**config.mk**
```make
export PLATFORM = sky130hd
export DESIGN_NAME = ordered_timer_table
export DESIGN_NICKNAME = d
export VERILOG_FILES = /design/src/rtl/ott_pkg.sv /design/src/rtl/ott_ram.sv /design/src/rtl/ordered_timer_table.sv
export VERILOG_INCLUDE_DIRS = /design/src /design/src/rtl
export SDC_FILE = /design/constraint.sdc
export NUM_CORES = 2
export LEC_CHECK = 0
export ABC_AREA = 1
export BUFFER_PORTS_ARGS = -buffer_cell sky130_fd_sc_hd__buf_2
export CAP_MARGIN = 40
export CORE_MARGIN = 3
export CORE_UTILIZATION = 57
export CTS_BUF_LIST = sky130_fd_sc_hd__clkbuf_4 sky130_fd_sc_hd__clkbuf_8
export DETAILED_ROUTE_END_ITERATION = 10
export PLACE_DENSITY_LB_ADDON = 0.12
export SETUP_SLACK_MARGIN = 0.05
export SYNTH_ARGS = -nofsm -noshare
export SYNTH_HDL_FRONTEND = slang
export SYNTH_SLANG_ARGS = --single-unit
```
**constraint.sdc**
```tcl
create_clock -name clk -period 10.1 [get_ports clk]
set_input_delay 2.02 -clock clk [delete_from_list [all_inputs] [get_ports clk]]
set_output_delay 2.02 -clock clk [all_outputs]
set_load 0.02 [all_outputs]
```
**src/rtl/ordered_timer_table_defines.svh**
```systemverilog
// Assertion macros used by the ordered_timer_table module.
`ifndef ORDERED_TIMER_TABLE_DEFINES_SVH
`define ORDERED_TIMER_TABLE_DEFINES_SVH
// Assert that a condition implies a consequence in the same cycle.
`define OTT_ASSERT_IMPL(lbl, ante, cons) \
  lbl: assert property (@(posedge clk) disable iff (!rst_n) (ante) |-> (cons)) \
    else $error("ordered_timer_table check failed");
// Assert that a condition implies a consequence in the next cycle.
`define OTT_ASSERT_NEXT(lbl, ante, cons) \
  lbl: assert property (@(posedge clk) disable iff (!rst_n) (ante) |=> (cons)) \
    else $error("ordered_timer_table check failed");
`endif

```
**src/rtl/ott_pkg.sv**
```systemverilog
package ott_pkg;
  localparam int unsigned HOUR_MS = 3600000;
  localparam logic [63:0] ALL_ONES = 64'hFFFF_FFFF_FFFF_FFFF;

  typedef enum logic [2:0] {
    K_ADD = 3'd0, K_CANCEL = 3'd1, K_REFRESH = 3'd2,
    K_RESET = 3'd3, K_QUERY = 3'd4, K_POLL = 3'd5
  } kind_t;

  typedef enum logic [1:0] {
    ST_OK = 2'd0, ST_NONE = 2'd1, ST_BUSY = 2'd2
  } status_t;

  // One slot as held in memory: rearm, interval, deadline.
  typedef struct packed {
    logic        rearm;
    logic [31:0] interval;
    logic [63:0] deadline;
  } slot_ent_t;

  typedef enum logic [3:0] {
    S_IDLE, S_RD, S_MOD, S_SCAN, S_SCANW, S_QOUT, S_FIRE, S_FIREW, S_OUT
  } state_t;
endpackage

```
**src/rtl/ott_ram.sv**
```systemverilog
module ott_ram #(
  parameter int WIDTH = 8,
  parameter int DEPTH = 16
) (
  input  logic                     clk,
  input  logic                     we,
  input  logic [$clog2(DEPTH)-1:0] waddr,
  input  logic [WIDTH-1:0]         wdata,
  input  logic [$clog2(DEPTH)-1:0] raddr,
  output logic [WIDTH-1:0]         rdata
);
  logic [WIDTH-1:0] mem [DEPTH];

  always_ff @(posedge clk) begin
    if (we) begin
      mem[waddr] <= wdata;
    end
    rdata <= mem[raddr];
  end
endmodule

```
**src/rtl/ordered_timer_table.sv**
```systemverilog
// Deadline-ordered timer table. One request (add, cancel, refresh, reset,
// next query, expire poll) is handled at a time. A new request is taken only
// after the previous result has left the output register. Slot data lives in
// one RAM that is read one slot per cycle. Steps from the accepting edge to
// a valid result:
// - An unknown kind goes straight to output.
// - Cancel and refresh go through read, modify, output. So do an add to
//   a busy slot and a request to an idle slot.
// - An add, or a reset that moves a deadline, then scans every slot to find
//   the front.
// - A next query is one scan.
// - A poll scans once per fired slot and gives one result for each fired
//   slot. When nothing fires it makes one scan.
// Poll results come in deadline order, ties to the lower slot. Waiting on
// out_tready delays every result.
`include "ordered_timer_table_defines.svh"
module ordered_timer_table
  import ott_pkg::*;
#(
  parameter int SLOTS = 16
) (
  input  logic         clk,
  input  logic         rst_n,
  input  logic         in_tvalid,
  output logic         in_tready,
  // slot[3:0], period_ms[35:4], repeat_req[36], use_now[37], now_ms[101:38]
  input  logic [103:0] in_tdata,
  // kind[2:0]
  input  logic [2:0]   in_tuser,
  output logic         out_tvalid,
  input  logic         out_tready,
  // status[1:0], fired_valid[2], fired_slot[6:3], wait_ms[70:7],
  // front_notify[71], any_armed[72]
  output logic [79:0]  out_tdata,
  output logic         out_tlast
);
  localparam int AW = $clog2(SLOTS);
  localparam int CW = $clog2(SLOTS + 1);

  state_t state_r, state_nxt;
  logic [SLOTS-1:0] armed_r, armed_nxt;
  logic [SLOTS-1:0] done_r, done_nxt;    // fired already in this poll
  logic             notified_r, notified_nxt;
  logic [63:0]      prev_r, prev_nxt;

  logic [2:0]  kind_r, kind_nxt;
  logic [3:0]  slot_r, slot_nxt;
  logic [31:0] per_r, per_nxt;
  logic        rep_r, rep_nxt, fnow_r, fnow_nxt;
  logic [63:0] now_r, now_nxt;
  logic        jump_r, jump_nxt;
  logic [1:0]  status_r, status_nxt;
  logic        fn_r, fn_nxt, chk_r, chk_nxt;
  logic        surv_r, surv_nxt;       // some slot stays armed after this poll
  logic [CW-1:0] cnt_r, cnt_nxt;       // candidates seen in the current scan

  logic [CW-1:0] idx_r, idx_nxt;       // scan read address counter
  logic [AW-1:0] ridx_r, ridx_nxt;     // address of data now on rdata
  logic          rv_r, rv_nxt;
  logic          best_v_r, best_v_nxt;
  logic [AW-1:0] best_r, best_nxt;
  logic [63:0]   bestd_r, bestd_nxt;

  logic          ov_r, ov_nxt;
  logic [79:0]   od_r, od_nxt;
  logic          ol_r, ol_nxt;

  logic          we;
  logic [AW-1:0] waddr, raddr;
  slot_ent_t     wdata, rdata;

  ott_ram #(.WIDTH($bits(slot_ent_t)), .DEPTH(SLOTS)) u_ram (
    .clk(clk), .we(we), .waddr(waddr), .wdata(wdata),
    .raddr(raddr), .rdata(rdata)
  );

  logic ok_slot;
  logic [AW-1:0] s;
  logic cand;
  logic due_c;
  logic [63:0] wtmp;
  logic [63:0] start;

  assign ok_slot = ({28'd0, slot_r} < SLOTS);
  assign s = AW'(slot_r);
  assign in_tready = (state_r == S_IDLE) && !ov_r;
  assign out_tvalid = ov_r;
  assign out_tdata = od_r;
  assign out_tlast = ol_r;

  always_comb begin
    state_nxt = state_r; armed_nxt = armed_r; done_nxt = done_r;
    notified_nxt = notified_r; prev_nxt = prev_r;
    kind_nxt = kind_r; slot_nxt = slot_r; per_nxt = per_r; rep_nxt = rep_r;
    fnow_nxt = fnow_r; now_nxt = now_r; jump_nxt = jump_r;
    status_nxt = status_r; fn_nxt = fn_r; chk_nxt = chk_r;
    surv_nxt = surv_r; cnt_nxt = cnt_r;
    idx_nxt = idx_r; ridx_nxt = ridx_r; rv_nxt = 1'b0;
    best_v_nxt = best_v_r; best_nxt = best_r; bestd_nxt = bestd_r;
    ov_nxt = ov_r; od_nxt = od_r; ol_nxt = ol_r;
    we = 1'b0; waddr = s; wdata = rdata; raddr = s;
    cand = 1'b0; due_c = 1'b0; wtmp = '0; start = '0;
    if (ov_r && out_tready) ov_nxt = 1'b0;

    case (state_r)
      S_IDLE: begin
        if (in_tvalid && in_tready) begin
          kind_nxt = in_tuser; slot_nxt = in_tdata[3:0];
          per_nxt = in_tdata[35:4]; rep_nxt = in_tdata[36];
          fnow_nxt = in_tdata[37]; now_nxt = in_tdata[101:38];
          status_nxt = ST_NONE; fn_nxt = 1'b0; chk_nxt = 1'b0;
          done_nxt = '0; surv_nxt = 1'b0; cnt_nxt = '0;
          idx_nxt = '0; best_v_nxt = 1'b0;
          case (in_tuser)
            K_ADD, K_CANCEL, K_REFRESH, K_RESET: state_nxt = S_RD;
            K_QUERY: begin
              notified_nxt = 1'b0;
              state_nxt = S_SCAN;
            end
            K_POLL: begin
              jump_nxt = (in_tdata[101:38] < prev_r) &&
                         (in_tdata[101:38] < prev_r - 64'(HOUR_MS));
              if (armed_r != '0) prev_nxt = in_tdata[101:38];
              state_nxt = S_SCAN;
            end
            default: state_nxt = S_OUT;
          endcase
        end
      end
      S_RD: begin
        raddr = s;
        state_nxt = S_MOD;
      end
      S_MOD: begin
        state_nxt = S_OUT;
        if (ok_slot) begin
          case (kind_r)
            K_ADD: begin
              if (armed_r[s]) status_nxt = ST_BUSY;
              else begin
                armed_nxt[s] = 1'b1; we = 1'b1;
                wdata.rearm = rep_r; wdata.interval = per_r;
                wdata.deadline = now_r + {32'd0, per_r};
                status_nxt = ST_OK; chk_nxt = 1'b1;
              end
            end
            K_CANCEL: if (armed_r[s]) begin
              armed_nxt[s] = 1'b0; status_nxt = ST_OK;
            end
            K_REFRESH: if (armed_r[s]) begin
              we = 1'b1; wdata.deadline = now_r + {32'd0, rdata.interval};
              status_nxt = ST_OK;
            end
            K_RESET: if (armed_r[s]) begin
              status_nxt = ST_OK;
              if (per_r != rdata.interval || fnow_r) begin
                start = fnow_r ? now_r : rdata.deadline - {32'd0, rdata.interval};
                we = 1'b1; wdata.interval = per_r;
                wdata.deadline = start + {32'd0, per_r};
                chk_nxt = 1'b1;
              end
            end
            default: ;
          endcase
        end
        if (chk_nxt) state_nxt = S_SCAN;
      end
      S_SCAN: begin
        // issue one read per cycle, compare the slot read in the previous cycle
        if (rv_r) begin
          due_c = jump_r || rdata.deadline <= now_r;
          cand = armed_r[ridx_r] && !done_r[ridx_r];
          if (kind_r == K_POLL) begin
            cand = cand && due_c;
            if (armed_r[ridx_r] && (!due_c || rdata.rearm)) surv_nxt = 1'b1;
          end
          if (cand) cnt_nxt = cnt_r + 1'b1;
          if (cand && (!best_v_r || rdata.deadline < bestd_r)) begin
            best_v_nxt = 1'b1; best_nxt = ridx_r; bestd_nxt = rdata.deadline;
          end
        end
        if (idx_r < CW'(SLOTS)) begin
          raddr = idx_r[AW-1:0]; ridx_nxt = idx_r[AW-1:0]; rv_nxt = 1'b1;
          idx_nxt = idx_r + 1'b1;
        end else if (!rv_r) state_nxt = S_SCANW;
      end
      S_SCANW: begin
        case (kind_r)
          K_QUERY: state_nxt = S_QOUT;
          K_POLL: state_nxt = S_FIRE;
          default: begin
            if (best_v_r && best_r == s && !notified_r) begin
              fn_nxt = 1'b1; notified_nxt = 1'b1;
            end
            state_nxt = S_OUT;
          end
        endcase
      end
      S_QOUT: begin
        if (!ov_r) begin
          if (!best_v_r) wtmp = ALL_ONES;
          else if (now_r >= bestd_r) wtmp = '0;
          else wtmp = bestd_r - now_r;
          ov_nxt = 1'b1; ol_nxt = 1'b1;
          od_nxt = {7'd0, armed_r != '0, 1'b0, wtmp, 4'd0, 1'b0, ST_OK};
          state_nxt = S_IDLE;
        end
      end
      S_FIRE: begin
        raddr = best_r;
        if (!best_v_r) state_nxt = S_OUT;
        else state_nxt = S_FIREW;
      end
      S_FIREW: begin
        // hold the read address so rdata stays on the fired slot while stalled
        raddr = best_r;
        if (!ov_r) begin
          waddr = best_r; wdata = rdata;
          if (rdata.rearm) begin
            we = 1'b1; wdata.deadline = now_r + {32'd0, rdata.interval};
          end else armed_nxt[best_r] = 1'b0;
          done_nxt[best_r] = 1'b1;
          // the only candidate left in this scan is the last result
          ov_nxt = 1'b1; ol_nxt = (cnt_r == CW'(1));
          od_nxt = {7'd0, surv_r, 1'b0, 64'd0, 4'(best_r), 1'b1, ST_OK};
          idx_nxt = '0; best_v_nxt = 1'b0; cnt_nxt = '0;
          state_nxt = (cnt_r == CW'(1)) ? S_IDLE : S_SCAN;
        end
      end
      S_OUT: begin
        if (!ov_r) begin
          ov_nxt = 1'b1; ol_nxt = 1'b1;
          od_nxt = {7'd0, armed_r != '0, fn_r, 64'd0, 4'd0, 1'b0, status_r};
          state_nxt = S_IDLE;
        end
      end
      default: state_nxt = S_IDLE;
    endcase
  end

  always_ff @(posedge clk) begin
    if (!rst_n) begin
      state_r <= S_IDLE; armed_r <= '0; notified_r <= 1'b0; prev_r <= '0;
      ov_r <= 1'b0; rv_r <= 1'b0;
    end else begin
      state_r <= state_nxt; armed_r <= armed_nxt; notified_r <= notified_nxt;
      prev_r <= prev_nxt; ov_r <= ov_nxt; rv_r <= rv_nxt;
    end
    done_r <= done_nxt; kind_r <= kind_nxt; slot_r <= slot_nxt;
    per_r <= per_nxt; rep_r <= rep_nxt; fnow_r <= fnow_nxt; now_r <= now_nxt;
    jump_r <= jump_nxt; status_r <= status_nxt; fn_r <= fn_nxt; chk_r <= chk_nxt;
    surv_r <= surv_nxt; cnt_r <= cnt_nxt; idx_r <= idx_nxt; ridx_r <= ridx_nxt;
    best_v_r <= best_v_nxt; best_r <= best_nxt; bestd_r <= bestd_nxt;
    od_r <= od_nxt; ol_r <= ol_nxt;
  end

  `OTT_ASSERT_IMPL(a_ready_idle, in_tready, state_r == S_IDLE)
  `OTT_ASSERT_NEXT(a_fire_done, state_r == S_FIREW && !ov_r, done_r[best_r])
  `OTT_ASSERT_IMPL(a_fired_armed, state_r == S_FIREW, best_v_r && armed_r[best_r])
endmodule

```
==> results.md <==
* Final Max Tran Viols at 0
* Die Y at approximately 440 microns
* EDFF count, synth at 1836
* Layout area overhead at 10.1%
* Post-DP Area at 0.111 sq mm
* Post-Syn Area per Cell at 9.36 sq um
* H-tree depth at 5
* Layout cells sized above 1 at 8.60%
* Cell Pwr Density at between 300 and 400 mW/mm^2
* Final setup violation count at 0
* Failing checks: DRC
* Largest net degree at the start of global routing at about 260
* Routed wire length at 374000 microns
* Sum Neg Setup Slack at 0 ps
* Worst Path Max Fanout at 16
* Worst Hold Launch: prev_r[0]$_SDFFE_PN0P_
* Resized cells post-CTS at 0
* Overall Power at 36.1 mW
* FF+latch count, synth at 2020
* Hold Buf Count CTS at 0
* DP Worst Slack at 3120 ps
* Fraction of registers with async set/reset at 0%
* Iter 0 DRT Violations at 11.1k
* Most frequent CP cell: nand2_1
* CTS Buf Count at 336
* Initial antenna violation count at 18
* First-pass GRT wire length at 537000 microns
* Layout Skew at 134 ps
* Vias in the first global route at 82.2k
* Nets at 12.2k
* Max Clock Freq at 137 MHz
* Min-delay worst type: reg2reg
* Req. time, crit path at 10730 ps
* GPL Wtd Cong at 1.08
* Leak at 48.2 nW
* Clk network pwr share at between 10% and 20%
* Min Tclk post-route at about 7300 ps
* Internal at 19.7 mW
* Crit share post-route at 72.1%
* Final hold slack at 462 ps
* CP startpoint: u_ram.rdata[0]$_DFF_P_
* Avg WL per Cell at 25.9 microns
* Core Rows at between 150 and 200
* Total GRT Usage at between 30% and 40%
* Die extent in x at 439 microns
* Initial Util at a little under three fifths
* Worst-margin pin slew at ~1200 ps
* ANT nets after route at 0
* WP buf/inv at 4
* Design Area, Final at 0.118 sq mm
* Power share of the combinational group at 45.6%
* WP data arrival at about 8000 ps
* DRT Pass-1 Iters at 11
* Mapped Area at approximately 0.11 sq mm
* Max-slew headroom at 17.2%
* Clk root buf: clkbuf_8
* Commonest cells post-synth: nand2_1, edfxtp_1, inv_1
* Worst path top cell family by delay: simple AND/OR/NAND/NOR gates
* DR vias at 87.5k
* Yosys top cell by area: edfxtp_1
* Post-synth cell types at 68
* Synth area leaders: edfxtp_1, nand2_1, inv_1
* GRT overflow at 0
* Psw at about 16 mW
* Slowest cell delay on critical path at between 700 and 800 ps
* Max clock buf depth at 4
* Share of the synthesized area in the top cell type at 51.5%
* Post-CTS setup buffers at 0
* Worst setup path category: reg2reg
* Ports at just under 200
* RSZ-0062 raised after global routing: false
* Final WS setup at 2820 ps
* Register area share after synthesis at 55.0%
* VDD IR max at about 0.22 mV
* Vias per inst at 6.06
* Final Hold Viols at 0
* Status: finished with violations
* Most used DFF post-synth: edfxtp_1
* Highest-delay cell along the critical path: o21ai_0
* Worst-Skew Late Latency at 1110 ps
* Remaining DRCs at 3
* Reg power frac at roughly a third
* Worst reg2reg startpoint: u_ram.rdata[0]$_DFF_P_
* Most numerous cell in the Yosys netlist: nand2_1
* Synthesized instance count at between 10k and 15k
* CTS tree: built
* Clock-pin slew on the worst setup and hold paths at 70 ps
* Sw Ratio at 45.3%
* Port bufs at about 180
* Crit. End Element: flop
* CTS Sinks at slightly above 2k
* YS warnings at 0
* Crit path launch type: flop
* Die area at roughly 0.19 sq mm
* CORE AREA at 0.186 sq mm
* DP Wirelength at around 260000 microns
* Max-cap violations at 0
-- registers in the layout, summed over array words and instances (netlist names), 2 cells and up, named ones only --
| name | count |
|---|---|
| status_r | 2 |
| best_r | 4 |
| bestd_r | 64 |
| state_r | 4 |
| done_r | 16 |
| prev_r | 64 |
| u_ram.rdata | 97 |
| per_r | 32 |
| cnt_r | 5 |
| now_r | 64 |
| u_ram.mem | 1552 |
| idx_r | 5 |
| s | 4 |
| out_tdata | 73 |
| ridx_r | 4 |
| kind_r | 3 |
-- stage by stage --
stage,instances,util [%]
finish,14400,63.4
global route,14400,63.4
CTS,14400,63.3
detailed placement,13800,59.8
global placement,13800,59.5
floorplan,11400,-
-- final timing paths --
kind / end / slack (ps) / cells after the start
hold / removal: prev_r[0]$_SDFFE_PN0P_ / 460 / 2
hold reg to reg: prev_r[0]$_SDFFE_PN0P_ / 460 / 2
setup reg to reg: u_ram.mem[3][49]$_DFFE_PP_ / 2820 / 29
setup / recovery: u_ram.mem[3][49]$_DFFE_PP_ / 2820 / 29
-- kinds of logic (layout without fill, tap and decap cells) --
logic type               count (synthesis)  in the layout  synth area share (%)
XOR/XNOR                               204            204                  1.67
AO/OA/AOI/OAI                         2705           2705                  15.3
AND/OR/NAND/NOR                       3762           3762                  14.3
flip-flops                            2020           2020                  55.0
adder cells (fa/ha/maj)                453            453                  5.33
multiplexers                            18             18                 0.185
buffers and inverters                 2275           2766                  8.25
other                                    1             24               0.00350
-- final cells by class --
type	count	area [sq um]
antenna	17	42.5
fill	15000	68100
clock buffer	486	5920
timing repair buffer	361	2760
inverter	1817	6840
sequential	2020	58800
clock inverter	102	761
tap	2480	3100
multi-input combinational	7149	39700
-- worst register-to-register path: cells and delay by family (launching register included) --
family                     cells  cell delay, ps
AOI/OAI and AO/OA              6            1980
adders and majority gates      3            1000
buffers and inverters          4             580
DFF                            1             320
and+or+nand+nor               16            2970
-- per-layer routing --
metal / GRT usage, % / wire length, microns / up-vias
met5: 0 / 13 / -
met4: 19.8 / 21800 / 2
met3: 6.18 / 39100 / 851
met2: 57.9 / 164000 / 4952
met1: 52.9 / 149000 / 41600
li1: - / - / 40100
-- power by group through the flow --
stage | clock network [mW] | registers (mW) | logic, mW
4_1_cts | 7.29 | 12.3 | 16.0
3_5_place_dp | 0 | 12.5 | 15.9
2_1_floorplan | 0 | 11.9 | 10.1
3_3_place_gp | 0 | 12.5 | 15.5
6_report | 7.20 | 12.4 | 16.5
5_1_grt | 7.66 | 12.3 | 17.8
-- cells in the final DEF, fill, tap and decap left out, drive strengths merged, types with 80 or more instances in the layout --
cell	instances
ha	448
nor2	813
inv	1819
nor3	85
clkinv	80
edfxtp	1836
nand2	2278
nand3	425
xor2	158
a21oi	905
o21ai	760
clkbuf	486
o211ai	526
nand4	88
dfxtp	184
buf	359
o221ai	219
No activity file was read; power rests on OpenSTA's default activity.
